### src/hdl/assert_macros.svh
// Assertion macros shared by the allocator RTL.
`ifndef ASSERT_MACROS_SVH
`define ASSERT_MACROS_SVH

// Property checked on every rising edge outside reset.
`define ABRA_ASSERT(lbl, clk, rst_n, prop, msg) \
    lbl: assert property (@(posedge clk) disable iff (!rst_n) prop) else $error(msg);

// Condition that must never be seen outside reset.
`define ABRA_NEVER(lbl, clk, rst_n, cond, msg) \
    lbl: assert property (@(posedge clk) disable iff (!rst_n) !(cond)) else $error(msg);

`endif

### src/hdl/abra_pkg.sv
// Shared types, codes and helper functions of the aligned byte region allocator.
package abra_pkg;

    // Run lengths reach the full region (at most 256 bytes).
    localparam int RUN_W = 9;

    localparam logic [1:0] OP_BEST = 2'd0;
    localparam logic [1:0] OP_AT   = 2'd1;
    localparam logic [1:0] OP_INIT = 2'd2;

    localparam logic [1:0] ST_OK      = 2'd0;
    localparam logic [1:0] ST_INVALID = 2'd1;
    localparam logic [1:0] ST_BUSY    = 2'd2;
    localparam logic [1:0] ST_NOSPACE = 2'd3;

    localparam logic REG_WIN_START = 1'b0;
    localparam logic REG_WIN_LEN   = 1'b1;

    typedef struct packed {
        logic [RUN_W-1:0] rl_prev;
        logic             free;
        logic [7:0]       size;
        logic [7:0]       align;
    } t_calc_in;

    typedef struct packed {
        logic [RUN_W-1:0] rl_next;
        logic             fits;
        logic [7:0]       score;
    } t_calc_res;

    // Largest power of two not above x; zero for zero.
    function automatic logic [RUN_W-1:0] msb_pow2(input logic [RUN_W-1:0] x);
        logic [RUN_W-1:0] r;
        r = '0;
        for (int i = 0; i < RUN_W; i++) begin
            if (x[i]) begin
                r = RUN_W'(1) << i;
            end
        end
        return r;
    endfunction

endpackage

### src/hdl/abra_score_mem.sv
// Score map storage: one write port and one registered read port.
module abra_score_mem #(
    parameter int DEPTH = 128,
    parameter int AW    = 7
) (
    input  logic          i_clk,
    input  logic          i_wen,
    input  logic [AW-1:0] i_waddr,
    input  logic [7:0]    i_wdata,
    input  logic [AW-1:0] i_raddr,
    output logic [7:0]    o_rdata
);

    logic [7:0] r_mem [DEPTH];
    logic [7:0] r_rdata;

    always_ff @(posedge i_clk) begin
        if (i_wen) begin
            r_mem[i_waddr] <= i_wdata;
        end
        r_rdata <= r_mem[i_raddr];
    end

    assign o_rdata = r_rdata;

endmodule

### src/hdl/abra_calc.sv
// Shared per-offset unit: extends the free run, checks fit and computes the byte score.
module abra_calc #(
    parameter int PW = 7
) (
    input  logic [PW-1:0]        i_pos,
    input  abra_pkg::t_calc_in   i_in,
    output abra_pkg::t_calc_res  o_res
);

    logic [abra_pkg::RUN_W-1:0] pos9;
    logic [abra_pkg::RUN_W-1:0] rl_next;
    logic [abra_pkg::RUN_W-1:0] low_bit;
    logic [abra_pkg::RUN_W-1:0] high_bit;
    logic [abra_pkg::RUN_W-1:0] al;
    logic                       aligned;

    always_comb begin
        pos9    = abra_pkg::RUN_W'(i_pos);
        rl_next = i_in.free ? i_in.rl_prev + abra_pkg::RUN_W'(1) : '0;
        // Offset zero is aligned to every power of two.
        low_bit = (pos9 == '0) ? abra_pkg::RUN_W'(256) : (pos9 & (~pos9 + abra_pkg::RUN_W'(1)));
        high_bit = abra_pkg::msb_pow2(rl_next);
        al       = (low_bit < high_bit) ? low_bit : high_bit;
        aligned  = ((pos9 & (abra_pkg::RUN_W'(i_in.align) - abra_pkg::RUN_W'(1))) == '0);

        o_res.rl_next = rl_next;
        o_res.fits    = aligned && (rl_next >= abra_pkg::RUN_W'(i_in.size));
        if (!i_in.free) begin
            o_res.score = '0;
        end else if (al[8]) begin
            o_res.score = 8'hFF;
        end else begin
            o_res.score = al[7:0];
        end
    end

endmodule

### src/hdl/aligned_byte_region_allocator.sv
// Top level of the aligned byte region allocator: sequencer, free map and stream ports.
//
//  channel   | direction | handshake               | payload
//  ----------+-----------+-------------------------+------------------------------------
//  s request | in        | i_s_tvalid / o_s_tready | op, request_size, request_align, off
//  m result  | out       | o_m_tvalid / i_m_tready | status, granted_offset
//  config    | in        | i_cfg_wen               | i_cfg_idx, i_cfg_data
//
// A reserve request first runs the offset search, which reads and then evaluates
// each score; if a place is found, the rescore runs one backward pass that writes
// each byte's score and one forward pass that reads and then writes each byte, all
// on the one score memory. Init runs only the rescore; invalid requests skip both.
// Reset clears the free map, so no memory clearing pass is needed.
// A finished result waits in the output register; the next request is taken
// while it waits, but the sequencer holds its own result until the port is free.
module aligned_byte_region_allocator #(
    parameter int REGION_BYTES = 128
) (
    input  logic        i_clk,
    input  logic        i_rst_n,
    input  logic        i_s_tvalid,
    output logic        o_s_tready,
    // [1:0] op, [9:2] request_size, [17:10] request_align, [24:18] requested_offset
    input  logic [31:0] i_s_tdata,
    output logic        o_m_tvalid,
    input  logic        i_m_tready,
    // [1:0] status, [8:2] granted_offset
    output logic [15:0] o_m_tdata,
    input  logic        i_cfg_wen,
    input  logic        i_cfg_idx,
    input  logic [7:0]  i_cfg_data
);

    localparam int PW = $clog2(REGION_BYTES);
    localparam int GW = $clog2(REGION_BYTES + 1);
    localparam int RW = abra_pkg::RUN_W;
    localparam logic [PW-1:0] LAST   = PW'(REGION_BYTES - 1);
    localparam logic [RW-1:0] REGION = RW'(REGION_BYTES);

    typedef enum logic [2:0] {
        S_IDLE,
        S_SRCH_RD,
        S_SRCH_EV,
        S_RSC_BK,
        S_RSC_FW_RD,
        S_RSC_FW_WR,
        S_RESULT
    } t_state;

    t_state            r_state;
    logic [PW-1:0]     r_pos;
    logic [RW-1:0]     r_rl;
    logic [7:0]        r_best;
    logic              r_found;
    logic [GW-1:0]     r_grant;
    logic [1:0]        r_op;
    logic [7:0]        r_size;
    logic [7:0]        r_align;
    logic [6:0]        r_want;
    logic [1:0]        r_status;
    logic [REGION_BYTES-1:0] r_free;
    logic [7:0]        r_run_max;
    logic [6:0]        r_win_start;
    logic [7:0]        r_win_len;
    logic              r_m_valid;
    logic [1:0]        r_m_status;
    logic [6:0]        r_m_grant;

    // Request fields.
    logic [1:0]        in_op;
    logic [7:0]        in_size;
    logic [7:0]        in_align;
    logic [6:0]        in_want;
    logic              in_bad;
    logic [RW-1:0]     want9;
    logic              want_aligned;
    logic              accept;

    logic [RW-1:0]     pos9;
    logic [RW-1:0]     grant9;
    logic              in_grant;
    logic              in_win;
    logic              bk_free;
    logic              cur_free;
    logic [7:0]        rd_data;
    logic [7:0]        score_eff;
    logic              take;
    logic              n_found;
    logic [7:0]        fw_max;
    logic              mem_wen;
    logic [7:0]        mem_wdata;

    abra_pkg::t_calc_in  calc_in;
    abra_pkg::t_calc_res calc_res;

    assign in_op    = i_s_tdata[1:0];
    assign in_size  = i_s_tdata[9:2];
    assign in_align = i_s_tdata[17:10];
    assign in_want  = i_s_tdata[24:18];
    assign in_bad   = (in_op != abra_pkg::OP_BEST && in_op != abra_pkg::OP_AT)
                   || (RW'(in_size) >= REGION) || (in_align == 8'd0)
                   || ((in_align & (in_align - 8'd1)) != 8'd0);
    assign want9        = RW'(in_want);
    assign want_aligned = ((want9 & (RW'(in_align) - RW'(1))) == '0);

    assign o_s_tready = (r_state == S_IDLE);
    assign accept     = i_s_tvalid && o_s_tready;

    assign pos9     = RW'(r_pos);
    assign grant9   = RW'(r_grant);
    assign cur_free = r_free[r_pos];
    assign in_grant = (pos9 >= grant9) && (pos9 < grant9 + RW'(r_size));
    assign in_win   = (pos9 >= RW'(r_win_start))
                   && (pos9 < RW'(r_win_start) + RW'(r_win_len));
    assign bk_free  = (r_op == abra_pkg::OP_INIT) ? in_win : (cur_free && !in_grant);

    always_comb begin
        calc_in.rl_prev = r_rl;
        calc_in.free    = (r_state == S_RSC_BK) ? bk_free : cur_free;
        calc_in.size    = r_size;
        calc_in.align   = r_align;
    end

    abra_calc #(.PW(PW)) u_calc (
        .i_pos (r_pos),
        .i_in  (calc_in),
        .o_res (calc_res)
    );

    // A used byte always scores zero, so the free map also masks unwritten entries.
    assign score_eff = cur_free ? rd_data : 8'd0;
    assign take = calc_res.fits
               && ((r_op == abra_pkg::OP_BEST) ? (!r_found || score_eff <= r_best)
                                                : (pos9 == RW'(r_want)));
    assign n_found = r_found || take;
    assign fw_max  = !cur_free ? 8'd0 : ((rd_data > r_run_max) ? rd_data : r_run_max);

    assign mem_wen   = (r_state == S_RSC_BK) || (r_state == S_RSC_FW_WR);
    assign mem_wdata = (r_state == S_RSC_BK) ? calc_res.score : fw_max;

    abra_score_mem #(.DEPTH(REGION_BYTES), .AW(PW)) u_mem (
        .i_clk   (i_clk),
        .i_wen   (mem_wen),
        .i_waddr (r_pos),
        .i_wdata (mem_wdata),
        .i_raddr (r_pos),
        .o_rdata (rd_data)
    );

    always_ff @(posedge i_clk) begin
        if (!i_rst_n) begin
            r_state     <= S_IDLE;
            r_found     <= 1'b0;
            r_free      <= '0;
            r_win_start <= '0;
            r_win_len   <= '0;
            r_m_valid   <= 1'b0;
        end else begin
            if (i_cfg_wen) begin
                case (i_cfg_idx)
                    abra_pkg::REG_WIN_START: r_win_start <= i_cfg_data[6:0];
                    abra_pkg::REG_WIN_LEN:   r_win_len   <= i_cfg_data;
                    default: ;
                endcase
            end
            // In the result state the output register is reloaded instead.
            if (r_m_valid && i_m_tready && r_state != S_RESULT) begin
                r_m_valid <= 1'b0;
            end

            case (r_state)
                S_IDLE: begin
                    if (accept) begin
                        r_op    <= in_op;
                        r_size  <= in_size;
                        r_align <= in_align;
                        r_want  <= in_want;
                        r_pos   <= LAST;
                        r_rl    <= '0;
                        r_found <= 1'b0;
                        r_best  <= '0;
                        r_grant <= '0;
                        if (in_op == abra_pkg::OP_INIT) begin
                            r_status <= abra_pkg::ST_OK;
                            r_state  <= S_RSC_BK;
                        end else if (in_bad) begin
                            r_status <= abra_pkg::ST_INVALID;
                            r_state  <= S_RESULT;
                        end else if (in_op == abra_pkg::OP_AT && want9 >= REGION) begin
                            // Only an empty request right at the region end fits here.
                            if (in_size == 8'd0 && want9 == REGION && want_aligned) begin
                                r_grant  <= GW'(want9);
                                r_status <= abra_pkg::ST_OK;
                                r_state  <= S_RSC_BK;
                            end else begin
                                r_status <= abra_pkg::ST_BUSY;
                                r_state  <= S_RESULT;
                            end
                        end else begin
                            r_status <= abra_pkg::ST_OK;
                            r_state  <= S_SRCH_RD;
                        end
                    end
                end
                S_SRCH_RD: begin
                    r_state <= S_SRCH_EV;
                end
                S_SRCH_EV: begin
                    // Scanning downward, an equal score replaces the best so the lowest offset wins.
                    r_rl    <= calc_res.rl_next;
                    r_found <= n_found;
                    if (take) begin
                        r_best  <= score_eff;
                        r_grant <= GW'(r_pos);
                    end
                    if (r_pos == '0) begin
                        if (n_found) begin
                            r_pos   <= LAST;
                            r_rl    <= '0;
                            r_state <= S_RSC_BK;
                        end else begin
                            r_status <= (r_op == abra_pkg::OP_BEST) ? abra_pkg::ST_NOSPACE
                                                                   : abra_pkg::ST_BUSY;
                            r_grant  <= '0;
                            r_state  <= S_RESULT;
                        end
                    end else begin
                        r_pos   <= r_pos - PW'(1);
                        r_state <= S_SRCH_RD;
                    end
                end
                S_RSC_BK: begin
                    r_free[r_pos] <= bk_free;
                    r_rl          <= calc_res.rl_next;
                    if (r_pos == '0) begin
                        r_run_max <= '0;
                        r_state   <= S_RSC_FW_RD;
                    end else begin
                        r_pos <= r_pos - PW'(1);
                    end
                end
                S_RSC_FW_RD: begin
                    r_state <= S_RSC_FW_WR;
                end
                S_RSC_FW_WR: begin
                    r_run_max <= fw_max;
                    if (r_pos == LAST) begin
                        r_state <= S_RESULT;
                    end else begin
                        r_pos   <= r_pos + PW'(1);
                        r_state <= S_RSC_FW_RD;
                    end
                end
                S_RESULT: begin
                    if (!r_m_valid || i_m_tready) begin
                        r_m_valid  <= 1'b1;
                        r_m_status <= r_status;
                        r_m_grant  <= 7'(r_grant);
                        r_state    <= S_IDLE;
                    end
                end
                default: begin
                    r_state <= S_IDLE;
                end
            endcase
        end
    end

    assign o_m_tvalid = r_m_valid;
    assign o_m_tdata  = {7'd0, r_m_grant, r_m_status};

    `include "assert_macros.svh"

    `ABRA_ASSERT(a_accept_starts_work, i_clk, i_rst_n,
        accept |=> (r_state != S_IDLE), "request accepted but sequencer stayed idle")
    `ABRA_NEVER(a_error_zero_offset, i_clk, i_rst_n,
        r_m_valid && (r_m_status != abra_pkg::ST_OK) && (r_m_grant != 7'd0),
        "error result carries a nonzero offset")
    `ABRA_ASSERT(a_free_map_only_in_rescore, i_clk, i_rst_n,
        (i_rst_n && r_state != S_RSC_BK) |=> $stable(r_free),
        "free map changed outside the rescore pass")
    `ABRA_ASSERT(a_result_from_sequencer, i_clk, i_rst_n,
        $rose(r_m_valid) |-> ($past(r_state) == S_RESULT),
        "result appeared without a finished request")

endmodule

### config.mk
export PLATFORM = sky130hd
export DESIGN_NAME = aligned_byte_region_allocator
export DESIGN_NICKNAME = d
export VERILOG_FILES = /design/src/hdl/abra_pkg.sv /design/src/hdl/abra_score_mem.sv /design/src/hdl/abra_calc.sv /design/src/hdl/aligned_byte_region_allocator.sv
export VERILOG_INCLUDE_DIRS = /design/src /design/src/hdl
export SDC_FILE = /design/constraint.sdc
export NUM_CORES = 2
export LEC_CHECK = 0
export ABC_AREA = 1
export BUFFER_PORTS_ARGS = -buffer_cell sky130_fd_sc_hd__buf_2
export CORE_ASPECT_RATIO = 1.4
export CORE_MARGIN = 3
export CORE_UTILIZATION = 40
export DETAILED_ROUTE_END_ITERATION = 10
export GPL_TIMING_DRIVEN = 0
export PLACE_DENSITY = 0.57
export REMOVE_ABC_BUFFERS = 1
export SLEW_MARGIN = 10
export SYNTH_ARGS = -nofsm -noshare
export SYNTH_HDL_FRONTEND = slang
export SYNTH_SLANG_ARGS = --single-unit
### constraint.sdc
create_clock -name i_clk -period 7.75 [get_ports i_clk]
set_clock_uncertainty 0.15 [all_clocks]
set_input_delay 0.775 -clock i_clk [delete_from_list [all_inputs] [get_ports i_clk]]
set_output_delay 0.775 -clock i_clk [all_outputs]
set_load 0.1 [all_outputs]
==> qor.yml <==
status:
  status: "completed"
global_routing:
  grt_first_pass_wirelength_um: 214000
  grt_use_total_pct: 21.1
  grt_pass1_vias: 32900
  gr-total-overflow: 0
  grt_max_degree: 99
  antenna_found_initial: 1
pwr:
  ir_drop_mv: 0.256
  cellPowerDensity_nw_per_um2: 328
  power_leakage_uw: 0.0208
logic_synthesis:
  syn_inst: 4269
  synthXorXnorAreaFrac_pct: 0.421
  synth-adder-area-share_pct: 1.95
  synth_top_area_share_pct: 63.4
  synth_edf_count: 1099
  synth_top_area_cell: "edfxtp_1"
  yosys-top-cells-count: "edfxtp_1 (1,099), nand2_1 (667), inv_1 (420)"
  yosysUniqueCellTypes: 56
  synthArstFlopShare_pct: 0
  post-synth-top-count-cell: "edfxtp_1"
  yosys.area_share.simple_pct: 11.8
  synth_area_um2: 52000
  synth_compound_area_share_pct: 11.2
  synthMuxAreaShare_pct: 0
  synth-seq-area-share_pct: 69.4
  synth_area_leaders: "edfxtp_1 (63%), dfxtp_1 (6.0%), nand2_1 (4.8%)"
  yosys_register_bits: 1255
  yosysWarnings: 0
  synth-main-ff-cell: "edfxtp_1"
  synth_top_family_by_area: "simple AND/OR/NAND/NOR gates"
  syn_area_per_cell_um2: 12.2
clocking:
  clock-root-buffer: "clkbuf_16"
  clkTransAtPathRegs_ps: 70
  cts_tree: "yes"
  htree_num_levels: 3
  insertion_delay_ps: 750
  clock-sinks: 1255
  hold_buffers: 0
  clockBufferDepth: 3
  numCtsBuffers: 113
drt:
  via_per_inst: 5.59
  ant_nets: 0
  first_pass_iters: 7
  drc: 0
  vias: 34100
  wirelength_um: 145000
  wl_per_cell_um: 23.8
  first_iter_violations: 2685
timing:
  rsz0062_at_grt: "no"
  slew_headroom_pct: 10.9
  tightest_slew_ps: 1330
  fin_crit_ps: 7120
  period_share_pct: 91.9
  hold_viol: 0
  drv_slew: 0
  setup_viol: 0
  timing.hold.ws_ps: 54.0
  fmax_ghz: 0.140
die:
  initial_core_util_pct: 40.5
  dieWidth_um: 311
  num_rows: 155
  dieArea_um2: 134000
  coreArea_um2: 128000
  die_h_um: 433
  io-pin-count: 64
worst_setup_path:
  cp_num_cells: 29
  cp_max_fo: 77
  arrival_ps: 7470
  crit_path_start_kind: "flip-flop"
  critPathBufInv: 6
  ff2ff_path_depth: 29
  path_class: "flip-flop to flip-flop"
  required_ps: 8100
  crit_path_end_kind: "flip-flop"
  cpLargestDelayFamily: "simple AND/OR/NAND/NOR gates"
  cp_common_cell: "nor2_1"
  crit_path_top_delay_cell: "edfxtp_1"
  cpPeakStageDelay_ps: 740
final_layout:
  multiInputGateArea_um2: 14000
  nNetsFinal: 4395
  fin_util_pct: 46.3
  drive_above_1_share_pct: 10.7
  syn_to_final_growth_pct: 14.2
  fillers: 11400
  seqCellArea_um2: 36100
hold_path:
  hold_path_class: "input port to flip-flop"
  min_delay_path_depth: 1
place:
  dp.final_hpwl_um: 87800
  numPortBuffers: 49
  place.gp.congestion: 0.844
job:
  drv_cap: 0
-- final timing paths --
check               startpoint             endpoint  slack (ps)
hold reg to reg    r_status[1]        r_m_status[1]         270
setup / recovery      r_pos[6]  u_mem.r_mem[120][2]         630
hold / removal    i_s_tdata[6]            r_size[4]          50
setup reg to reg      r_pos[6]  u_mem.r_mem[120][2]         630
-- sequential cells by signal (all words and copies together) (netlist names) --
signal,cells
r_state,3
r_rl,9
r_m_status,2
u_mem.o_rdata,8
r_size,8
r_win_len,8
r_status,2
r_want,7
r_free,128
r_grant,8
r_run_max,8
r_align,7
r_m_grant,7
o_m_tvalid,1
r_win_start,7
r_best,8
r_op,2
r_found,1
r_pos,7
u_mem.r_mem,1024
-- area by class of cell --
class                   count  share of cell area [%]
diodes                      1                 0.00421
clock buffers             138                    4.96
multi-input cells        2333                    23.5
repair buffers            127                    2.92
clock inverters            73                    1.26
flip-flops and latches   1255                    60.8
well taps                1727                    3.64
inverters                 439                    2.90
-- cell usage in the layout, fill, tap and decap left out, types with 112 or more instances in the layout --
| cell | netlist | layout |
|---|---|---|
| a21oi_1 | 207 | 207 |
| a221oi_1 | 132 | 132 |
| a22o_1 | 112 | 112 |
| a22oi_1 | 155 | 155 |
| clkbuf_16 | 0 | 114 |
| dfxtp_1 | 156 | 156 |
| edfxtp_1 | 1099 | 1099 |
| inv_1 | 420 | 417 |
| nand2_1 | 667 | 653 |
| nand3_1 | 249 | 249 |
| nand4_1 | 136 | 136 |
| nor2_1 | 134 | 124 |
| nor3_2 | 0 | 115 |
| o21ai_0 | 179 | 178 |
-- metrics by stage --
step	total power, uW	TNS [ps]	cells	area, um^2	setup WS [ps]
after global routing	20200	0	6093	59400	135
after CTS	19500	0	6078	59000	209
after floorplan	11400	-7439350	4027	51000	-4300
after global placement	13800	-	5803	53400	-20310
final	19500	0	6093	59400	631
after detailed placement	13900	-239030	5866	55300	-449
-- repair_timing --
item | 4_1_cts | 5_1_grt
cloned | 0 | 0
resized for setup | 2 | 9
pin swaps | 0 | 0
setup buffers | 1 | 14
setup endpoints to repair | 937 | 799
-- logic make-up after synthesis --
group	after synthesis
and+or+nand+nor	1364
DFF	1255
AOI/OAI and AO/OA	857
buffers and inverters	687
adders and majority gates	80
xor gates and xnor gates	25
other	1
-- worst register-to-register path, delay by kind of cell, from the launching register on --
kind	cells	cell delay, ps
flops	1	740
compound gates	1	170
buf+inv	6	1610
fa+ha+maj	1	270
simple gates	21	3900
-- power by group --
part	total (uW)	internal, uW	switching (uW)
Sequential	8270	8150	114
Clock	5660	3170	2490
Combinational	5530	1460	4070
Total	19500	12800	6680
-- per-layer routing --
layer  track usage (%)  share of wire [%]  vias to the layer above
li1                  -                  -                    15700
met1              26.3                 40                    17100
met2              36.8                 50                     1077
met3              2.50                5.5                      244
met4              9.71                4.6                        0
met5                 0                  0                        -
Power figures use the tool's default switching activity.
